## config.mk

```make
export PLATFORM = sky130hd
export DESIGN_NAME = pid_with_filtered_derivative_top
export DESIGN_NICKNAME = d
export VERILOG_FILES = /design/src/rtl/core/pidfd_pkg.sv /design/src/rtl/core/pidfd_regs.sv /design/src/rtl/core/pidfd_mul.sv /design/src/rtl/core/pidfd_div.sv /design/src/rtl/core/pid_with_filtered_derivative_top.sv
export SDC_FILE = /design/constraint.sdc
export NUM_CORES = 2
export LEC_CHECK = 0
export BUFFER_PORTS_ARGS = -buffer_cell sky130_fd_sc_hd__buf_4
export CORE_MARGIN = 2
export CORE_UTILIZATION = 53
export CTS_BUF_LIST = sky130_fd_sc_hd__clkbuf_2 sky130_fd_sc_hd__clkbuf_4 sky130_fd_sc_hd__clkbuf_8
export DETAILED_ROUTE_END_ITERATION = 10
export PLACE_DENSITY = 0.7
export SYNTH_ARGS = -nofsm -noshare
export SYNTH_HDL_FRONTEND = slang
export SYNTH_HIERARCHICAL = 1
export SYNTH_SLANG_ARGS = --single-unit
```

## constraint.sdc

```tcl
create_clock -name i_clk -period 9.6 [get_ports i_clk]
set_input_delay 0.48 -clock i_clk [delete_from_list [all_inputs] [get_ports i_clk]]
set_output_delay 0.48 -clock i_clk [all_outputs]
set_load 0.02 [all_outputs]
```

## src/rtl/core/pidfd_pkg.sv

```systemverilog
// ----------------------------------------------------------------------------
// pidfd_pkg
// Shared types and constants for the PID controller with smoothed derivative.
// ----------------------------------------------------------------------------
package pidfd_pkg;

    // Default parameter values
    localparam int FRAC_BITS_DEF      = 16;
    localparam int TICKS_PER_SEC_DEF  = 1000000;

    // Register file
    localparam int          ADDR_W            = 4;
    localparam int          DATA_W            = 32;
    localparam logic [31:0] SAMPLE_PERIOD_RST = 32'd5000;

    // Serial arithmetic widths
    localparam int MUL_A_W = 48;
    localparam int MUL_B_W = 33;
    localparam int MUL_P_W = MUL_A_W + MUL_B_W;
    localparam int DIV_N_W = 64;
    localparam int DIV_D_W = 32;

    // Smoothing divisor: (3*old + 2*new) / 5
    localparam logic [DIV_D_W-1:0] SMOOTH_DIV = 32'd5;

    typedef enum logic [1:0] {
        REG_GAIN_P,
        REG_GAIN_I,
        REG_GAIN_D,
        REG_SAMPLE_PERIOD
    } t_reg_idx;

    typedef struct packed {
        logic [31:0] gain_p;
        logic [31:0] gain_i;
        logic [31:0] gain_d;
        logic [31:0] sample_period;
    } t_cfg;

    typedef struct packed {
        logic               start;
        logic [MUL_A_W-1:0] a;
        logic [MUL_B_W-1:0] b;
    } t_mul_req;

    typedef struct packed {
        logic               start;
        logic [DIV_N_W-1:0] dividend;
        logic [DIV_D_W-1:0] divisor;
    } t_div_req;

    typedef enum logic [3:0] {
        S_IDLE,
        S_MUL_I,
        S_DIV_I,
        S_MUL_R,
        S_DIV_R,
        S_DIV_S,
        S_MUL_P,
        S_MUL_G,
        S_MUL_D,
        S_OUT
    } t_state;

endpackage

```

## src/rtl/core/pidfd_regs.sv

```systemverilog
// ----------------------------------------------------------------------------
// pidfd_regs
// APB-style register file: three gains and the sample period.
// ----------------------------------------------------------------------------
module pidfd_regs
    import pidfd_pkg::*;
(
    input  logic              i_clk,
    input  logic              i_rst_n,
    input  logic              psel,
    input  logic              penable,
    input  logic              pwrite,
    input  logic [ADDR_W-1:0] paddr,
    input  logic [DATA_W-1:0] pwdata,
    output logic [DATA_W-1:0] prdata,
    output logic              pready,
    output t_cfg              o_cfg
);

    t_cfg     r_cfg;
    t_reg_idx idx;
    logic     wr_en;

    assign idx    = t_reg_idx'(paddr[3:2]);
    assign wr_en  = psel && penable && pwrite;
    assign pready = 1'b1;
    assign o_cfg  = r_cfg;

    // Write on the access phase
    always_ff @(posedge i_clk) begin
        if (!i_rst_n) begin
            r_cfg.gain_p        <= '0;
            r_cfg.gain_i        <= '0;
            r_cfg.gain_d        <= '0;
            r_cfg.sample_period <= SAMPLE_PERIOD_RST;
        end else if (wr_en) begin
            unique case (idx)
                REG_GAIN_P:        r_cfg.gain_p        <= pwdata;
                REG_GAIN_I:        r_cfg.gain_i        <= pwdata;
                REG_GAIN_D:        r_cfg.gain_d        <= pwdata;
                REG_SAMPLE_PERIOD: r_cfg.sample_period <= pwdata;
                default:           r_cfg               <= r_cfg;
            endcase
        end
    end

    // Read back
    always_comb begin
        unique case (idx)
            REG_GAIN_P:        prdata = r_cfg.gain_p;
            REG_GAIN_I:        prdata = r_cfg.gain_i;
            REG_GAIN_D:        prdata = r_cfg.gain_d;
            REG_SAMPLE_PERIOD: prdata = r_cfg.sample_period;
            default:           prdata = '0;
        endcase
    end

endmodule

```

## src/rtl/core/pidfd_mul.sv

```systemverilog
// ----------------------------------------------------------------------------
// pidfd_mul
// Unsigned shift-add multiplier, one multiplier bit per cycle.
// ----------------------------------------------------------------------------
module pidfd_mul
    import pidfd_pkg::*;
(
    input  logic               i_clk,
    input  logic               i_rst_n,
    input  t_mul_req           i_req,
    output logic               o_done,
    output logic [MUL_P_W-1:0] o_product
);

    localparam int CNT_W = $clog2(MUL_B_W + 1);

    logic [MUL_A_W-1:0] r_a;
    logic [MUL_P_W-1:0] r_p;
    logic [CNT_W-1:0]   r_cnt;
    logic               r_done;
    logic [MUL_A_W:0]   sum;

    // Add the multiplicand into the upper half when the low bit is set
    assign sum = {1'b0, r_p[MUL_P_W-1:MUL_B_W]} + (r_p[0] ? {1'b0, r_a} : '0);

    always_ff @(posedge i_clk) begin
        if (!i_rst_n) begin
            r_cnt  <= '0;
            r_done <= 1'b0;
        end else begin
            r_done <= 1'b0;
            if (i_req.start) begin
                r_a   <= i_req.a;
                r_p   <= {{MUL_A_W{1'b0}}, i_req.b};
                r_cnt <= CNT_W'(MUL_B_W);
            end else if (r_cnt != '0) begin
                r_p   <= {sum, r_p[MUL_B_W-1:1]};
                r_cnt <= r_cnt - 1'b1;
                if (r_cnt == CNT_W'(1)) begin
                    r_done <= 1'b1;
                end
            end
        end
    end

    assign o_done    = r_done;
    assign o_product = r_p;

endmodule

```

## src/rtl/core/pidfd_div.sv

```systemverilog
// ----------------------------------------------------------------------------
// pidfd_div
// Unsigned restoring divider, one quotient bit per cycle.
// ----------------------------------------------------------------------------
module pidfd_div
    import pidfd_pkg::*;
(
    input  logic               i_clk,
    input  logic               i_rst_n,
    input  t_div_req           i_req,
    output logic               o_done,
    output logic [DIV_N_W-1:0] o_quotient
);

    localparam int CNT_W = $clog2(DIV_N_W + 1);

    logic [DIV_N_W-1:0] r_q;
    logic [DIV_D_W-1:0] r_r;
    logic [DIV_D_W-1:0] r_d;
    logic [CNT_W-1:0]   r_cnt;
    logic               r_done;
    logic [DIV_D_W:0]   trial;
    logic [DIV_D_W:0]   diff;
    logic               ge;

    // Shift in the next dividend bit and try the subtraction
    assign trial = {r_r, r_q[DIV_N_W-1]};
    assign diff  = trial - {1'b0, r_d};
    assign ge    = trial >= {1'b0, r_d};

    always_ff @(posedge i_clk) begin
        if (!i_rst_n) begin
            r_cnt  <= '0;
            r_done <= 1'b0;
        end else begin
            r_done <= 1'b0;
            if (i_req.start) begin
                r_q   <= i_req.dividend;
                r_d   <= i_req.divisor;
                r_r   <= '0;
                r_cnt <= CNT_W'(DIV_N_W);
            end else if (r_cnt != '0) begin
                r_r   <= ge ? diff[DIV_D_W-1:0] : trial[DIV_D_W-1:0];
                r_q   <= {r_q[DIV_N_W-2:0], ge};
                r_cnt <= r_cnt - 1'b1;
                if (r_cnt == CNT_W'(1)) begin
                    r_done <= 1'b1;
                end
            end
        end
    end

    assign o_done     = r_done;
    assign o_quotient = r_q;

endmodule

```

## src/rtl/core/pid_with_filtered_derivative_top.sv

```systemverilog
// ----------------------------------------------------------------------------
// pid_with_filtered_derivative_top
// PID controller with a smoothed derivative in signed fixed point.
//
//   channel | direction | handshake           | beat
//   input   | in        | i_valid / o_stall   | i_now_us, i_target, i_measured
//   output  | out       | o_valid / i_stall   | o_drive, o_filtered_rate
//   config  | in        | psel/penable/pwrite | paddr, pwdata, prdata
//
// A beat that falls inside the sample period is accepted and dropped without an update.
// An update runs five multiplies and three divides on one serial multiplier and
// one serial divider; with no elapsed time it runs only the smoothing divide and
// the three gain multiplies.
// o_stall is high from acceptance until the result is loaded into the output
// register, which holds while i_stall is high. Reset is synchronous.
// ----------------------------------------------------------------------------
module pid_with_filtered_derivative_top
    import pidfd_pkg::*;
#(
    parameter int FRAC_BITS        = FRAC_BITS_DEF,
    parameter int TICKS_PER_SECOND = TICKS_PER_SEC_DEF
) (
    input  logic              i_clk,
    input  logic              i_rst_n,
    input  logic              psel,
    input  logic              penable,
    input  logic              pwrite,
    input  logic [ADDR_W-1:0] paddr,
    input  logic [DATA_W-1:0] pwdata,
    output logic [DATA_W-1:0] prdata,
    output logic              pready,
    input  logic              i_valid,
    output logic              o_stall,
    input  logic [31:0]       i_now_us,
    input  logic signed [31:0] i_target,
    input  logic signed [31:0] i_measured,
    output logic              o_valid,
    input  logic              i_stall,
    output logic signed [31:0] o_drive,
    output logic signed [31:0] o_filtered_rate
);

    localparam logic signed [63:0] ACC_MAX  = 64'sh0000_7FFF_FFFF_FFFF;
    localparam logic signed [63:0] ACC_MIN  = -ACC_MAX - 64'sd1;
    localparam logic [MUL_P_W-1:0] TERM_CAP = MUL_P_W'(1) << 60;
    localparam logic signed [62:0] DRV_MAX  = 63'sd2147483647;
    localparam logic signed [62:0] DRV_MIN  = -63'sd2147483648;

    t_cfg     cfg;
    t_state   r_state, n_state;
    logic     r_first;
    t_mul_req mul_req;
    t_div_req div_req;
    logic               mul_done, div_done;
    logic [MUL_P_W-1:0] mul_p;
    logic [DIV_N_W-1:0] div_q;

    // Controller state
    logic [31:0]        r_prev_time;
    logic signed [31:0] r_prev_error;
    logic signed [47:0] r_accum;
    logic signed [31:0] r_prev_rate;

    // Per-update work registers
    logic [31:0]        r_now, r_dt;
    logic signed [31:0] r_e;
    logic signed [61:0] r_raw;
    logic signed [31:0] r_rate;
    logic signed [62:0] r_sum;
    logic               r_out_valid;
    logic signed [31:0] r_drive, r_out_rate;

    logic               accept;
    logic [31:0]        dt_w;
    logic signed [32:0] diff_w;
    logic signed [31:0] e_sat;
    logic [31:0]        e_mag, gp_mag, gi_mag, gd_mag, rate_mag;
    logic signed [32:0] de;
    logic [32:0]        de_mag;
    logic [47:0]        acc_mag;
    logic signed [62:0] pr63, s_w;
    logic [62:0]        s_mag;
    logic               out_free;
    logic               term_neg;
    logic [MUL_P_W-1:0] pm;
    logic [60:0]        tm;
    logic signed [62:0] term;
    logic signed [63:0] inc64, acc64;
    logic [61:0]        q62;

    pidfd_regs u_regs (
        .i_clk   (i_clk),
        .i_rst_n (i_rst_n),
        .psel    (psel),
        .penable (penable),
        .pwrite  (pwrite),
        .paddr   (paddr),
        .pwdata  (pwdata),
        .prdata  (prdata),
        .pready  (pready),
        .o_cfg   (cfg)
    );

    pidfd_mul u_mul (
        .i_clk     (i_clk),
        .i_rst_n   (i_rst_n),
        .i_req     (mul_req),
        .o_done    (mul_done),
        .o_product (mul_p)
    );

    pidfd_div u_div (
        .i_clk      (i_clk),
        .i_rst_n    (i_rst_n),
        .i_req      (div_req),
        .o_done     (div_done),
        .o_quotient (div_q)
    );

    // Input side
    assign o_stall = (r_state != S_IDLE);
    assign accept  = i_valid && !o_stall;
    assign dt_w    = i_now_us - r_prev_time;
    assign diff_w  = {i_target[31], i_target} - {i_measured[31], i_measured};
    assign e_sat   = (diff_w[32] != diff_w[31]) ?
                     (diff_w[32] ? 32'sh8000_0000 : 32'sh7FFF_FFFF) : diff_w[31:0];

    // Magnitudes of the operands
    assign e_mag    = r_e[31] ? (~r_e + 32'd1) : r_e;
    assign de       = {r_e[31], r_e} - {r_prev_error[31], r_prev_error};
    assign de_mag   = de[32] ? (~de + 33'd1) : de;
    assign gp_mag   = cfg.gain_p[31] ? (~cfg.gain_p + 32'd1) : cfg.gain_p;
    assign gi_mag   = cfg.gain_i[31] ? (~cfg.gain_i + 32'd1) : cfg.gain_i;
    assign gd_mag   = cfg.gain_d[31] ? (~cfg.gain_d + 32'd1) : cfg.gain_d;
    assign acc_mag  = r_accum[47] ? (~r_accum + 48'd1) : r_accum;
    assign rate_mag = r_rate[31] ? (~r_rate + 32'd1) : r_rate;

    // Smoothing sum 3*old + 2*raw
    assign pr63  = 63'(r_prev_rate);
    assign s_w   = pr63 + (pr63 <<< 1) + {r_raw, 1'b0};
    assign s_mag = s_w[62] ? (~s_w + 63'd1) : s_w;

    // Gain term: product >> FRAC_BITS, capped
    assign pm   = mul_p >> FRAC_BITS;
    assign tm   = (pm > TERM_CAP) ? TERM_CAP[60:0] : pm[60:0];
    assign term = term_neg ? -$signed(63'(tm)) : $signed(63'(tm));

    // Integral increment
    assign inc64 = r_e[31] ? -$signed(div_q) : $signed(div_q);
    assign acc64 = 64'(r_accum) + inc64;
    assign q62   = div_q[61:0];

    assign out_free = !r_out_valid || !i_stall;

    // Next state
    always_comb begin
        n_state = r_state;
        unique case (r_state)
            S_IDLE: begin
                if (accept && dt_w >= cfg.sample_period) begin
                    n_state = (dt_w == '0) ? S_DIV_S : S_MUL_I;
                end
            end
            S_MUL_I: if (mul_done) n_state = S_DIV_I;
            S_DIV_I: if (div_done) n_state = S_MUL_R;
            S_MUL_R: if (mul_done) n_state = S_DIV_R;
            S_DIV_R: if (div_done) n_state = S_DIV_S;
            S_DIV_S: if (div_done) n_state = S_MUL_P;
            S_MUL_P: if (mul_done) n_state = S_MUL_G;
            S_MUL_G: if (mul_done) n_state = S_MUL_D;
            S_MUL_D: if (mul_done) n_state = S_OUT;
            S_OUT:   if (out_free) n_state = S_IDLE;
            default: n_state = S_IDLE;
        endcase
    end

    // Unit requests, issued on the first cycle of each multiply or divide state
    always_comb begin
        mul_req  = '0;
        div_req  = '0;
        term_neg = 1'b0;
        unique case (r_state)
            S_MUL_I: begin
                mul_req.start = r_first;
                mul_req.a     = MUL_A_W'(r_dt);
                mul_req.b     = MUL_B_W'(e_mag);
            end
            S_DIV_I: begin
                div_req.start    = r_first;
                div_req.dividend = mul_p[DIV_N_W-1:0];
                div_req.divisor  = DIV_D_W'(TICKS_PER_SECOND);
            end
            S_MUL_R: begin
                mul_req.start = r_first;
                mul_req.a     = MUL_A_W'(TICKS_PER_SECOND);
                mul_req.b     = de_mag;
            end
            S_DIV_R: begin
                div_req.start    = r_first;
                div_req.dividend = mul_p[DIV_N_W-1:0];
                div_req.divisor  = r_dt;
            end
            S_DIV_S: begin
                div_req.start    = r_first;
                div_req.dividend = DIV_N_W'(s_mag);
                div_req.divisor  = SMOOTH_DIV;
            end
            S_MUL_P: begin
                mul_req.start = r_first;
                mul_req.a     = MUL_A_W'(e_mag);
                mul_req.b     = MUL_B_W'(gp_mag);
                term_neg      = cfg.gain_p[31] ^ r_e[31];
            end
            S_MUL_G: begin
                mul_req.start = r_first;
                mul_req.a     = acc_mag;
                mul_req.b     = MUL_B_W'(gi_mag);
                term_neg      = cfg.gain_i[31] ^ r_accum[47];
            end
            S_MUL_D: begin
                mul_req.start = r_first;
                mul_req.a     = MUL_A_W'(rate_mag);
                mul_req.b     = MUL_B_W'(gd_mag);
                term_neg      = cfg.gain_d[31] ^ r_rate[31];
            end
            default: begin
                mul_req  = '0;
                div_req  = '0;
                term_neg = 1'b0;
            end
        endcase
    end

    // State register and first-cycle flag
    always_ff @(posedge i_clk) begin
        if (!i_rst_n) begin
            r_state <= S_IDLE;
            r_first <= 1'b0;
        end else begin
            r_state <= n_state;
            r_first <= (n_state != r_state);
        end
    end

    // Datapath and controller state
    always_ff @(posedge i_clk) begin
        if (!i_rst_n) begin
            r_prev_time  <= '0;
            r_prev_error <= '0;
            r_accum      <= '0;
            r_prev_rate  <= '0;
            r_out_valid  <= 1'b0;
        end else begin
            // Load a new result beat, or drop the one taken by the receiver
            if (r_state == S_OUT && out_free) begin
                r_out_valid <= 1'b1;
            end else if (!i_stall) begin
                r_out_valid <= 1'b0;
            end
            case (r_state)
                S_IDLE: begin
                    if (accept) begin
                        r_now <= i_now_us;
                        r_dt  <= dt_w;
                        r_e   <= e_sat;
                        r_raw <= '0;
                        r_sum <= '0;
                    end
                end
                S_DIV_I: begin
                    if (div_done) begin
                        if (acc64 > ACC_MAX) begin
                            r_accum <= ACC_MAX[47:0];
                        end else if (acc64 < ACC_MIN) begin
                            r_accum <= ACC_MIN[47:0];
                        end else begin
                            r_accum <= acc64[47:0];
                        end
                    end
                end
                S_DIV_R: begin
                    if (div_done) begin
                        r_raw <= de[32] ? (~q62 + 62'd1) : q62;
                    end
                end
                S_DIV_S: begin
                    if (div_done) begin
                        if (s_w[62]) begin
                            r_rate <= (div_q > 64'h8000_0000) ? 32'sh8000_0000 :
                                      (~div_q[31:0] + 32'd1);
                        end else begin
                            r_rate <= (div_q > 64'h7FFF_FFFF) ? 32'sh7FFF_FFFF :
                                      div_q[31:0];
                        end
                    end
                end
                S_MUL_P, S_MUL_G, S_MUL_D: begin
                    if (mul_done) begin
                        r_sum <= r_sum + term;
                    end
                end
                S_OUT: begin
                    if (out_free) begin
                        r_out_rate   <= r_rate;
                        if (r_sum > DRV_MAX) begin
                            r_drive <= 32'sh7FFF_FFFF;
                        end else if (r_sum < DRV_MIN) begin
                            r_drive <= 32'sh8000_0000;
                        end else begin
                            r_drive <= r_sum[31:0];
                        end
                        r_prev_time  <= r_now;
                        r_prev_error <= r_e;
                        r_prev_rate  <= r_rate;
                    end
                end
                default: begin
                    r_sum <= r_sum;
                end
            endcase
        end
    end

    assign o_valid         = r_out_valid;
    assign o_drive         = r_drive;
    assign o_filtered_rate = r_out_rate;

endmodule

```

==> run metrics <==
Final HPWL DP 180.0 mm; Placed Cells 9682; cell mode on critical path a21oi_1; clk buf depth 3; Syn Area/Cell roughly 8.6 um^2; IO buf count about 230; gr usage total approximately a third; slowest CP cell xor2_2; Worst EP arrival roughly 9.7 ns; Die ar. 133100 um^2; Congestion Overflow GR 0; fin. max-slew vios 0; Clk pin slew, worst setup/hold paths approximately 0.060 ns; area leader, netlist edfxtp_1; Netlist Area Pre-Place a little under 70000 um^2; Seq cells post-synth slightly below 900; area share of the largest cell type after synthesis roughly a quarter; postcts setup bufs 0; DIE WIDTH 364.9 um; Hold Path Stages 3; H-tree depth 4; cells after synthesis 8040; largest family of logic cells by synthesized area compound AO/OA/AOI/OAI gates; crit path max fanout 15; fin cells between 10000 and 15000; CP Data Required Time a little over 10 ns; Max Cap Viol 0; initial antenna violation count 16; drt first-iter violations around 6500; final total power approximately 0.014 W; Power Density between 150 and 200 nW/um^2; RSZ-0062 raised after global routing false; Synth Flop Type edfxtp_1; Post-Route WL about 240 mm; maximum clock rate roughly 110 MHz; die height ~360 um; hold_ws 0.1214 ns; vias in the first global route slightly below 60000; global placer's final weighted congestion roughly 1.0; xor-xnor portion of the synthesized cell area 9.251%; minimum clock period roughly 9 ns; Yosys cell types around 110; CP Class flip-flop to flip-flop; final setup TNS 0 ns; worst-case reg-to-reg path depth 30; router iterations before antenna repair 8; Via density roughly 6.3; Compound-Gate Fraction of Synth Area 20.40%; vias roughly 63000; first-pass GRT wire length around 350 mm; Worst setup EP type flip-flop; HP Start i_stall; worst skew pair latency roughly 0.93 ns; leak pwr roughly 30 nW; status finished, final reports clean; final hold vios 0; Area Overhead vs Synth 10.51%; number of core rows around 130; Sink Count ~870; Max IR drop VDD between 100 and 150 uV; area share of fa/ha/maj cells after synthesis under 10%; largest net degree at the start of global routing approximately 160; Crit path largest cell delay about 1.1 ns; WL/cell around 24 um; syn nets 8627; FFs w/ async S/R, synth 0%; Synth area leaders edfxtp_1 25%, dfxtp_1 8.5%, ha_1 8.0%, nand2_1 5.1%, xnor2_1 4.9%; Synth warnings 6; DRC Markers 0; Detail Route Antenna Nets 0; number of enable flip-flop cells after synthesis about 570; Top-Level Pins between 200 and 250; worst-margin pin slew between 1 and 1.5 ns; layout cells sized above 1 between 10% and 20%; Final setup viols 0; RR Startpoint r_prev_rate[1]; CTS Root Cell clkbuf_8; period utilisation layout between 90% and 100%; Post-Synth Simple-Gate Area between 10% and 20%; CTS Buf Count between 150 and 200; clock skew roughly 0.043 ns; Setup crit start r_prev_rate[1]; CTS tree yes; mux contribution to synthesized area 5.129%; Starting Density 53.37%; post-synthesis sequential area ratio roughly 33%; core area approximately 130000 um^2; min-delay worst type primary input to flip-flop; Worst slew margin 7.704%; Layout Nets roughly 8800; CP Launch Type flip-flop
cell usage in the layout (no fill, tap or decap), drive strengths merged, types with 51 or more instances in the layout:
cell type and count:
xor2 344, nand2 936, nand2b 113, nor3 174, buf 303, mux2 101, o211ai 51, o21a 77
edfxtp 574, a31oi 68, nand3 139, inv 314, nor2b 69, o31ai 89, dlygate4sd3 70, or3 136
o21ai 546, nor4 58, mux2i 168, a21o 180, clkbuf 236, a21oi 538, nor2 694, dfxtp 293
o22ai 107, ha 439, o21bai 56, and3 78, nand4 100, xnor2 386, a21boi 121, and2 107
metal layers:
metal / routed length [um] / track usage [%] / share of wire, %
met5: 52 / 0 / 0.022
met4: 16170 / 21.11 / 6.8
met3: 18970 / 6.318 / 8.0
met2: 107000 / 55.63 / 45
met1: 95420 / 43.24 / 40
registers in the layout, indices dropped and copies added, names as in the netlist, 6 cells and up:
register / cells
r_prev_rate: 32
r_rate: 32
u_mul/r_cnt: 6
r_accum: 48
r_prev_error: 32
o_filtered_rate: 32
u_mul/o_product: 81
u_regs/o_cfg: 128
r_now: 32
o_drive: 32
r_e: 32
u_div/r_d: 32
u_mul/r_a: 48
r_prev_time: 32
u_div/r_r: 32
r_sum: 63
u_div/o_quotient: 64
u_div/r_cnt: 7
r_raw: 62
r_dt: 32
kinds of logic (layout without fill, tap and decap cells):
group           after synthesis  count (layout)
other cells                   1               8
compound gates             2199            2199
mux                         301             301
xor+xnor                    729             730
buf+inv                     714             983
fa+ha+maj                   455             455
flops                       867             867
simple gates               2774            2774
Yosys cell counts (174+ instances only):
cell type    n
dfxtp_1    293
xor2_1     343
nor3_1     174
edfxtp_1   574
clkbuf_1   329
o21ai_0    531
a21oi_1    536
xnor2_1    386
a21o_1     180
ha_1       439
nor2_1     693
inv_1      310
nand2_1    935
repair_timing:
item | in CTS | in global routing
hold buffers | 70 | 0
hold endpoints to repair | 165 | 0
setup endpoints to repair | 0 | 9
gates resized for setup | 0 | 5
worst paths after layout:
kind                                             end  slack, ns
worst min-delay path                         o_valid       0.12
worst min register to register       r_prev_time[26]       0.46
worst max-delay path            u_div/o_quotient[24]       0.60
worst max register to register  u_div/o_quotient[24]       0.60
critical path: cells and delay by family (launching register included):
kind / cells / cell delay (ns)
xor gates and xnor gates: 3 / 1.45
AOI/OAI and AO/OA: 19 / 5.25
buffers and inverters: 1 / 0.07
muxes: 1 / 0.28
DFF: 1 / 0.36
adders and majority gates: 3 / 0.86
and+or+nand+nor: 3 / 0.44
metrics by stage:
step	util [%]	setup WS (ns)	area, um^2
after floorplan	-	1.602	69020
after global placement	55.66	0.9771	71980
after detailed placement	55.66	0.7880	71980
after CTS	58.93	0.7611	76210
after global routing	58.97	0.09956	76260
final	58.98	0.6037	76270
cell type report:
class / count / area (um^2)
Fill cell: 11520 / 53050
Multi-Input combinational cell: 6460 / 43270
Sequential cell: 867 / 23100
Timing Repair Buffer: 373 / 3008
Clock buffer: 236 / 2935
Tap cell: 1742 / 2180
Inverter: 311 / 1167
Clock inverter: 63 / 591.8
Antenna cell: 7 / 17.52
report_power, final:
group	internal, W	switching [W]
registers	0.00471	0.000728
logic	0.00200	0.00310
clock network	0.00220	0.00176
total	0.00891	0.00559
(Power assumes the default switching activity.)
